==> src/rtl/sfm_pkg.sv <==
package sfm_pkg;
  localparam int EXP_BITS  = 8;
  localparam int FRAC_BITS = 23;
  localparam int EXP_BIAS  = 127;
  localparam int MANT_BITS = FRAC_BITS + 1;
  localparam int PROD_BITS = 2 * MANT_BITS;
  localparam int EXPW      = EXP_BITS + 2;
  localparam logic signed [EXPW-1:0] EXP_MAX = EXPW'(254);

  typedef struct packed {
    logic                   sign;
    logic signed [EXPW-1:0] ex;
    logic [PROD_BITS-1:0]   prod;
  } sfm_mul_t;
endpackage

==> src/rtl/sfm_mul_stage.sv <==
module sfm_mul_stage
  import sfm_pkg::*;
(
  input  logic                 clk,
  input  logic                 rst_n,
  input  logic                 in_valid,
  output logic                 in_ready,
  input  logic [31:0]          in_operand_a,
  input  logic [31:0]          in_operand_b,
  output logic                 s2_valid,
  input  logic                 s2_ready,
  output sfm_mul_t             s2_data
);
  logic                 s1_valid_r;
  logic                 s1_sign_r;
  logic signed [EXPW-1:0] s1_ex_r;
  logic [MANT_BITS-1:0] s1_ma_r, s1_mb_r;
  logic                 s2_valid_r;
  sfm_mul_t             s2_data_r;
  logic                 s1_ready, s2_adv;

  assign s2_adv   = !s2_valid_r || s2_ready;
  assign s1_ready = !s1_valid_r || s2_adv;
  assign in_ready = s1_ready;

  always_ff @(posedge clk) begin
    if (!rst_n) begin
      s1_valid_r <= 1'b0;
      s2_valid_r <= 1'b0;
    end else begin
      if (s1_ready) s1_valid_r <= in_valid;
      if (s2_adv) s2_valid_r <= s1_valid_r;
    end
    if (s1_ready && in_valid) begin
      s1_sign_r <= in_operand_a[31] ^ in_operand_b[31];
      s1_ex_r   <= EXPW'(in_operand_a[30:23]) + EXPW'(in_operand_b[30:23])
                   - EXPW'(EXP_BIAS);
      s1_ma_r   <= {1'b1, in_operand_a[FRAC_BITS-1:0]};
      s1_mb_r   <= {1'b1, in_operand_b[FRAC_BITS-1:0]};
    end
    if (s2_adv && s1_valid_r) begin
      s2_data_r.sign <= s1_sign_r;
      s2_data_r.ex   <= s1_ex_r;
      s2_data_r.prod <= PROD_BITS'(s1_ma_r) * PROD_BITS'(s1_mb_r);
    end
  end

  assign s2_valid = s2_valid_r;
  assign s2_data  = s2_data_r;
endmodule

==> src/rtl/sfm_norm_stage.sv <==
module sfm_norm_stage
  import sfm_pkg::*;
(
  input  logic        clk,
  input  logic        rst_n,
  input  logic        s2_valid,
  output logic        s2_ready,
  input  sfm_mul_t    s2_data,
  output logic        out_valid,
  input  logic        out_ready,
  output logic [31:0] out_product_bits,
  output logic        out_exponent_out_of_range
);
  logic                   out_valid_r;
  logic [31:0]            bits_r;
  logic                   oor_r;
  logic                   top;
  logic [MANT_BITS:0]     m_sel;
  logic [MANT_BITS:0]     m_rnd;
  logic signed [EXPW-1:0] ex_nxt;
  logic [FRAC_BITS-1:0]   frac;

  always_comb begin
    top   = s2_data.prod[PROD_BITS-1];
    m_sel = top ? s2_data.prod[PROD_BITS-1 -: MANT_BITS+1]
                : s2_data.prod[PROD_BITS-2 -: MANT_BITS+1];
    m_rnd = {1'b0, m_sel[MANT_BITS:1]} + (MANT_BITS+1)'(m_sel[0]);
    // rounding carry into 2.0 leaves a zero fraction
    ex_nxt = s2_data.ex + EXPW'(top) + EXPW'(m_rnd[MANT_BITS]);
    frac   = m_rnd[MANT_BITS] ? '0 : m_rnd[FRAC_BITS-1:0];
  end

  assign s2_ready = !out_valid_r || out_ready;

  always_ff @(posedge clk) begin
    if (!rst_n) out_valid_r <= 1'b0;
    else if (s2_ready) out_valid_r <= s2_valid;
    if (s2_ready && s2_valid) begin
      bits_r <= {s2_data.sign, ex_nxt[EXP_BITS-1:0], frac};
      oor_r  <= (ex_nxt < EXPW'(1)) || (ex_nxt > EXP_MAX);
    end
  end

  assign out_valid                 = out_valid_r;
  assign out_product_bits          = bits_r;
  assign out_exponent_out_of_range = oor_r;
endmodule

==> src/rtl/single_float_multiply.sv <==
// Single-precision multiplier, three register stages.
// Input channel: in_valid/in_ready with in_operand_a and in_operand_b,
// both normalized single-precision patterns (no special-value handling).
// Result channel: out_valid/out_ready with out_product_bits and
// out_exponent_out_of_range (biased exponent outside 1..254; the low
// 8 bits of the exponent are kept in the pattern).
// Throughput: one pair per cycle while out_ready is high; stage 1
// decodes and adds exponents, stage 2 holds the 24x24 mantissa product,
// stage 3 normalizes and rounds half up on the first dropped bit.
// Reset (rst_n low, synchronous) empties every stage.
// When the receiver stalls, each stage holds its item and ready drops
// stage by stage, so nothing is lost or repeated; a bubble in any stage
// is filled while the output waits.
module single_float_multiply
  import sfm_pkg::*;
(
  input  logic        clk,
  input  logic        rst_n,
  input  logic        in_valid,
  output logic        in_ready,
  input  logic [31:0] in_operand_a,
  input  logic [31:0] in_operand_b,
  output logic        out_valid,
  input  logic        out_ready,
  output logic [31:0] out_product_bits,
  output logic        out_exponent_out_of_range
);
  logic     s2_valid, s2_ready;
  sfm_mul_t s2_data;

  sfm_mul_stage u_mul (
    .clk, .rst_n, .in_valid, .in_ready, .in_operand_a, .in_operand_b,
    .s2_valid, .s2_ready, .s2_data
  );

  sfm_norm_stage u_norm (
    .clk, .rst_n, .s2_valid, .s2_ready, .s2_data,
    .out_valid, .out_ready, .out_product_bits, .out_exponent_out_of_range
  );
endmodule

==> config.mk <==
export PLATFORM = sky130hd
export DESIGN_NAME = single_float_multiply
export DESIGN_NICKNAME = d
export VERILOG_FILES = /design/src/rtl/sfm_pkg.sv /design/src/rtl/sfm_mul_stage.sv /design/src/rtl/sfm_norm_stage.sv /design/src/rtl/single_float_multiply.sv
export SDC_FILE = /design/constraint.sdc
export NUM_CORES = 1
export LEC_CHECK = 0
export BUFFER_PORTS_ARGS = -buffer_cell sky130_fd_sc_hd__buf_2
export CAP_MARGIN = 10
export CORE_MARGIN = 1
export CORE_UTILIZATION = 40
export DETAILED_ROUTE_END_ITERATION = 8
export GPL_ROUTABILITY_DRIVEN = 1
export MAX_ROUTING_LAYER = met4
export PLACE_DENSITY = 0.62
export SYNTH_ARGS = -nofsm -noshare
export SYNTH_HDL_FRONTEND = slang
export SYNTH_SLANG_ARGS = --single-unit
==> constraint.sdc <==
create_clock -name clk -period 11.86 [get_ports clk]
set_input_delay 1.779 -clock clk [delete_from_list [all_inputs] [get_ports clk]]
set_output_delay 1.779 -clock clk [all_outputs]
set_load 0.01 [all_outputs]
## After elaboration in Yosys (flattened, before gate mapping)

Cells that the tools add are included.

| storage, ports and cells | value |
|---|---|
| input port bits | 68 |
| bits in registers | 152 |
| logic and storage cells | 33 |

| cells by class | value |
|---|---|
| $lt $le $gt $ge | 2 |
| bitwise operators | 1 |
| multiplexer cells | 1 |
| reduce and logical (&&, ||, !) cells | 10 |
| add/sub/neg operators | 5 |
| $mul | 1 |

Operator list:

| operator | number |
|---|---|
| 24-bit by 24-bit multiplier with 48-bit output | 1 |
| 24-bit by 1-bit adder with 25-bit output | 1 |
| 25-bit two-way mux | 1 |
| 10-bit by 1-bit adder with 10-bit output | 2 |
| 10-bit by 9-bit greater-than comparator with 1-bit output (second input constant) | 1 |
| 10-bit by 2-bit < comparator with 1-bit output (second input constant) | 1 |
| 10-bit by 7-bit subtractor with 10-bit output (second input constant) | 1 |
| 8-bit by 8-bit adder with 9-bit output | 1 |
| 1-bit logical OR | 4 |
| 1-bit logical AND | 3 |
| 1-bit logical NOT | 3 |
| 1-bit XOR | 1 |

## Longest topological paths before layout

| logic depth | value |
|---|---|
| depth after elaboration | 5 |
| depth in mapped cells | 26 |
| mapped depth without buffers | 24 |

## Modules after synthesis

From an unflattened synthesis, not the netlist that was laid out.

| second synthesis, totals | value |
|---|---|
| cell total of the unflattened synthesis | 2558 |
| area, all modules | 25205.4 um^2 |

Modules (own cells, without submodules):

| module | instances | area an instance (um^2) | sequential area each (um^2) | cells each |
|---|---|---|---|---|
| sfm_mul_stage | 1 | 22686.8 | 3523.4 | 2321 |
| sfm_norm_stage | 1 | 2518.7 | 1011.0 | 237 |

## Least setup slack after synthesis

OpenSTA, ideal clock, no wires.

| path | value |
|---|---|
| path type | flip-flop to flip-flop |
| from | reg u_mul.s1_mb_r[9] |
| to | reg u_mul.s2_data_r (netlist bit u_mul.s2_data[39]), data pin |
| stages on the path, launching flop included | 25 |
| data required time | 11.680 ns |
| arrival time | 6.512 ns |
| slack | 5.168 ns |
| buffers on the path | 2 |
| setup time | 0.180 ns |
| period minus slack after synthesis | 6.692 ns |
| cell sequence | edfxtp_1 -> clkbuf_1 -> clkbuf_1 -> nand2_1 -> fa_1 -> fa_1 -> inv_1 -> fa_1 -> inv_1 -> fa_1 -> inv_1 -> fa_1 -> fa_1 -> inv_1 -> fa_1 -> inv_1 -> ha_1 -> and4_1 -> and4_1 -> a211oi_2 -> nand3_2 -> o2111ai_2 -> a31oi_1 -> or4b_1 -> o311ai_1 |

| between the ends | value |
|---|---|
| word-level cells in the longest chain between the ends | 1 |

RTL lines:

| what | line | source |
|---|---|---|
| start, declared | sfm_mul_stage.sv:17 | `logic [MANT_BITS-1:0] s1_ma_r, s1_mb_r;` |
| start signal, assigned | sfm_mul_stage.sv:39 | `s1_mb_r <= {1'b1, in_operand_b[FRAC_BITS-1:0]};` |
| 24-bit by 24-bit multiplier with 48-bit output | sfm_mul_stage.sv:44 | `s2_data_r.prod <= PROD_BITS'(s1_ma_r) * PROD_BITS'(s1_mb_r);` |
| end, declared | sfm_mul_stage.sv:19 | `sfm_mul_t s2_data_r;` |

No other way between the ends.
A chain may end at the register's enable or synchronous reset.

## Worst setup path after layout

| path | value |
|---|---|
| from | reg u_mul.s1_ma_r[20] |
| to | reg u_mul.s2_data_r (netlist bit u_mul.s2_data[46]), data pin |

| between the ends | value |
|---|---|
| word-level cells in the longest chain between the ends | 1 |

RTL lines:

| what | line | source |
|---|---|---|
| start, declared | sfm_mul_stage.sv:17 |  |
| start signal, assigned | sfm_mul_stage.sv:38 | `s1_ma_r <= {1'b1, in_operand_a[FRAC_BITS-1:0]};` |
| 24-bit by 24-bit multiplier with 48-bit output | sfm_mul_stage.sv:44 |  |

No other way between the ends.

==> impl_metrics.json <==
{
  "wl_met3_um": 5020,
  "ys_ff_latch": 130,
  "worstPathMaxFanout": 24,
  "rsz0062_at_grt": "false",
  "start_util_pct": 40.5,
  "cts_made_buffers": 17,
  "grt_max_degree": 58,
  "wl_met1_um": 27300,
  "avgSynthCellArea_um2": 9.66,
  "drtPass1Iterations": 5,
  "clock_skew_ns": 0.0259,
  "vias": 16871,
  "finalSetupViolations": 0,
  "grt_pass1_wl_um": 102000,
  "ys_types": 64,
  "cpPeakStageDelay_ns": 1.18,
  "synth_edf_count": 127,
  "post-dp-hpwl_um": 48800,
  "ys_top_cells_by_area": "fa_1, edfxtp_1, ha_1",
  "period_share_pct": 66.4,
  "cts_root_buffer": "clkbuf_16",
  "rows": 89,
  "top_layer": "met4",
  "cp-end-kind": "flip-flop",
  "routabilityCongestion": 0.938,
  "tightest_slew_ns": 1.35,
  "cp.arrival_ns": 8.10,
  "nets": 3251,
  "core_region_area_um2": 59000,
  "outcome": "complete, no violations",
  "port_buffers": 102,
  "postCtsSetupRepairBufs": 0,
  "fmax_ghz": 0.127,
  "drive_gt1_share_pct": 7.11,
  "synth_ff_type": "edfxtp_1",
  "required_ns": 12.09,
  "finalSetupTns_ns": 0,
  "antenna_found_initial": 3,
  "slowest_stage": "edfxtp_1",
  "holdCritPathClass": "flip-flop to flip-flop",
  "synthArstFlopShare_pct": 0,
  "remaining_drc_errors": 0,
  "wire_per_inst_um": 19.5,
  "drt_iter0_markers": 1000,
  "slew_viol_final": 0,
  "yosysTopAreaCell": "fa_1",
  "crit_top_cell": "fa_1",
  "wl_um": 64500,
  "synth-seq-area-share_pct": 16.2,
  "ant_nets": 0,
  "cts.sinks": 130,
  "slew_headroom_pct": 10.1,
  "grt_usage_pct": 23.2,
  "path_cells": "nand2_1 > fa_1 > inv_1 > fa_1 > inv_1 > fa_1 > fa_1 > inv_1 > fa_1 > fa_1 > inv_1 > fa_1 > inv_1 > ha_1 > a21o_1 > a211oi_1 > nor2_1 > o41ai_1 > o221ai_1 > o21ai_2 > a21oi_1 > o31a_1",
  "clkTransAtPathRegs_ns": 0.06,
  "ios": 103,
  "avgViaCountPerCell": 5.10,
  "route.met2.wl_um": 29900,
  "synth.cell_area_um2": 23900,
  "synth_top_area_share_pct": 40.5,
  "max_cap_violations": 0,
  "grt_overflow": 0,
  "ys_warn_count": 0,
  "area_growth_syn_to_layout_pct": 8.22,
  "clockBufferDepth": 2,
  "die_w_um": 246,
  "clock_latency_ns": 0.49,
  "grt_pass1_vias": 18477,
  "cts_tree": "built",
  "crit_type": "flip-flop to flip-flop",
  "cp-start-kind": "flip-flop",
  "cts.htree.levels": 4,
  "nFillCells": 5685,
  "die_area_um2": 60700,
  "cts_hold_buf": 0,
  "cts_resized": 0,
  "syn_nets": 3203,
  "hold_viol_final": 0,
  "die_h_um": 246,
  "finalCriticalPeriod_ns": 7.87,
  "syn_inst": 2471
}
[cells by family (layout without fill, tap and decap cells)]
kind of cell,count (synthesis),count (layout),synth area share [%]
AO/OA/AOI/OAI,167,167,4.51
XOR/XNOR,79,79,2.90
adder cells (fa/ha/maj),664,664,50.0
buffers and inverters,703,764,11.1
flip-flops,130,130,16.2
multiplexers,10,10,0.435
other,0,3,0
AND/OR/NAND/NOR,718,718,14.9
[cell usage in the layout, fill, tap and decap left out, types with 5 or more instances in the layout]
| cell | n |
|---|---|
| a211oi_1 | 12 |
| a21o_1 | 22 |
| a21oi_1 | 58 |
| a31oi_1 | 5 |
| and2_1 | 238 |
| and3_1 | 6 |
| and4_1 | 7 |
| buf_2 | 102 |
| buf_4 | 30 |
| clkbuf_16 | 17 |
| edfxtp_1 | 127 |
| fa_1 | 483 |
| ha_1 | 181 |
| inv_1 | 597 |
| inv_6 | 5 |
| mux2i_1 | 7 |
| nand2_1 | 298 |
| nand3_1 | 32 |
| nand4_1 | 15 |
| nor2_1 | 79 |
| nor2b_1 | 12 |
| nor3_1 | 6 |
| o21ai_0 | 26 |
| o21bai_1 | 5 |
| xnor2_1 | 48 |
| xor2_1 | 31 |
[worst paths after layout]
check,startpoint,slack (ns),to,cells after the start
worst min-delay path,u_mul.s1_ex_r[1]$_DFFE_PP_,0.41,u_mul.s2_data[49]$_DFFE_PP_,0
worst max-delay path,u_mul.s1_ma_r[20]$_DFFE_PP_,3.99,u_mul.s2_data[46]$_DFFE_PP_,22
worst min register to register,u_mul.s1_ex_r[1]$_DFFE_PP_,0.41,u_mul.s2_data[49]$_DFFE_PP_,0
worst max register to register,u_mul.s1_ma_r[20]$_DFFE_PP_,3.99,u_mul.s2_data[46]$_DFFE_PP_,22
[flip-flops by register name (all words and copies together) (netlist names)]
| register | count |
|---|---|
| u_mul.s1_ex_r | 10 |
| u_norm.out_product_bits | 32 |
| u_mul.s1_valid_r | 1 |
| u_mul.s1_sign_r | 1 |
| u_norm.out_valid | 1 |
| u_mul.s2_data | 37 |
| u_mul.s1_ma_r | 23 |
| u_norm.out_exponent_out_of_range | 1 |
| u_mul.s1_mb_r | 23 |
| u_mul.s2_valid | 1 |
[critical path: cells and delay by family, from the launching register on]
kind                     cells  cell delay [ns]
AO/OA/AOI/OAI                7             1.83
adder cells (fa/ha/maj)      8             4.02
buffers and inverters        5             0.29
flip-flops                   1             1.18
AND/OR/NAND/NOR              2             0.30
[layout make-up]
| type | instances | area [µm²] | area share, % |
|---|---|---|---|
| diodes | 3 | 7.51 | 0.0291 |
| clock buffers | 19 | 443 | 1.71 |
| clock inverters | 13 | 173 | 0.668 |
| inverters | 600 | 2250 | 8.72 |
| multi-input cells | 1638 | 17400 | 67.3 |
| flip-flops and latches | 130 | 3870 | 15.0 |
| well taps | 773 | 967 | 3.74 |
| repair buffers | 132 | 736 | 2.85 |
[synth_stat cells (4+ instances only)]
cell type and instances:
a211oi_1 12, a21o_1 22, a21oi_1 58, a31oi_1 6, and2_1 238, and3_1 6, and4_1 7, clkbuf_1 97
edfxtp_1 127, fa_1 483, ha_1 181, inv_1 597, mux2i_1 7, nand2_1 298, nand3_1 32, nand3b_1 4
nand4_1 15, nor2_1 79, nor2b_1 13, nor3_1 6, o21a_1 4, o21ai_0 26, o21bai_1 5, xnor2_1 48
xor2_1 31
[layer usage]
layer,global-route usage [%],vias up
met2,35.8,683
met4,9.51,0
met3,5.53,156
met5,-,-
li1,-,7515
met1,29.1,8517
[stage by stage]
step / utilization (%) / cell area [µm²] / std cells / setup slack (ns) / hold slack [ns]
after floorplan: - / 23900 / 2471 / 5.17 / 0.400
after global placement: 42.7 / 25200 / 3273 / 4.12 / 0.401
after detailed placement: 42.7 / 25200 / 3273 / 4.05 / 0.405
after CTS: 43.8 / 25800 / 3305 / 4.03 / 0.418
after global routing: 43.8 / 25800 / 3308 / 3.62 / 0.425
final: 43.8 / 25800 / 3308 / 3.99 / 0.414
Power is not shown: default switching activity piles up to over one toggle a cycle in this logic, so the estimate is an artifact.
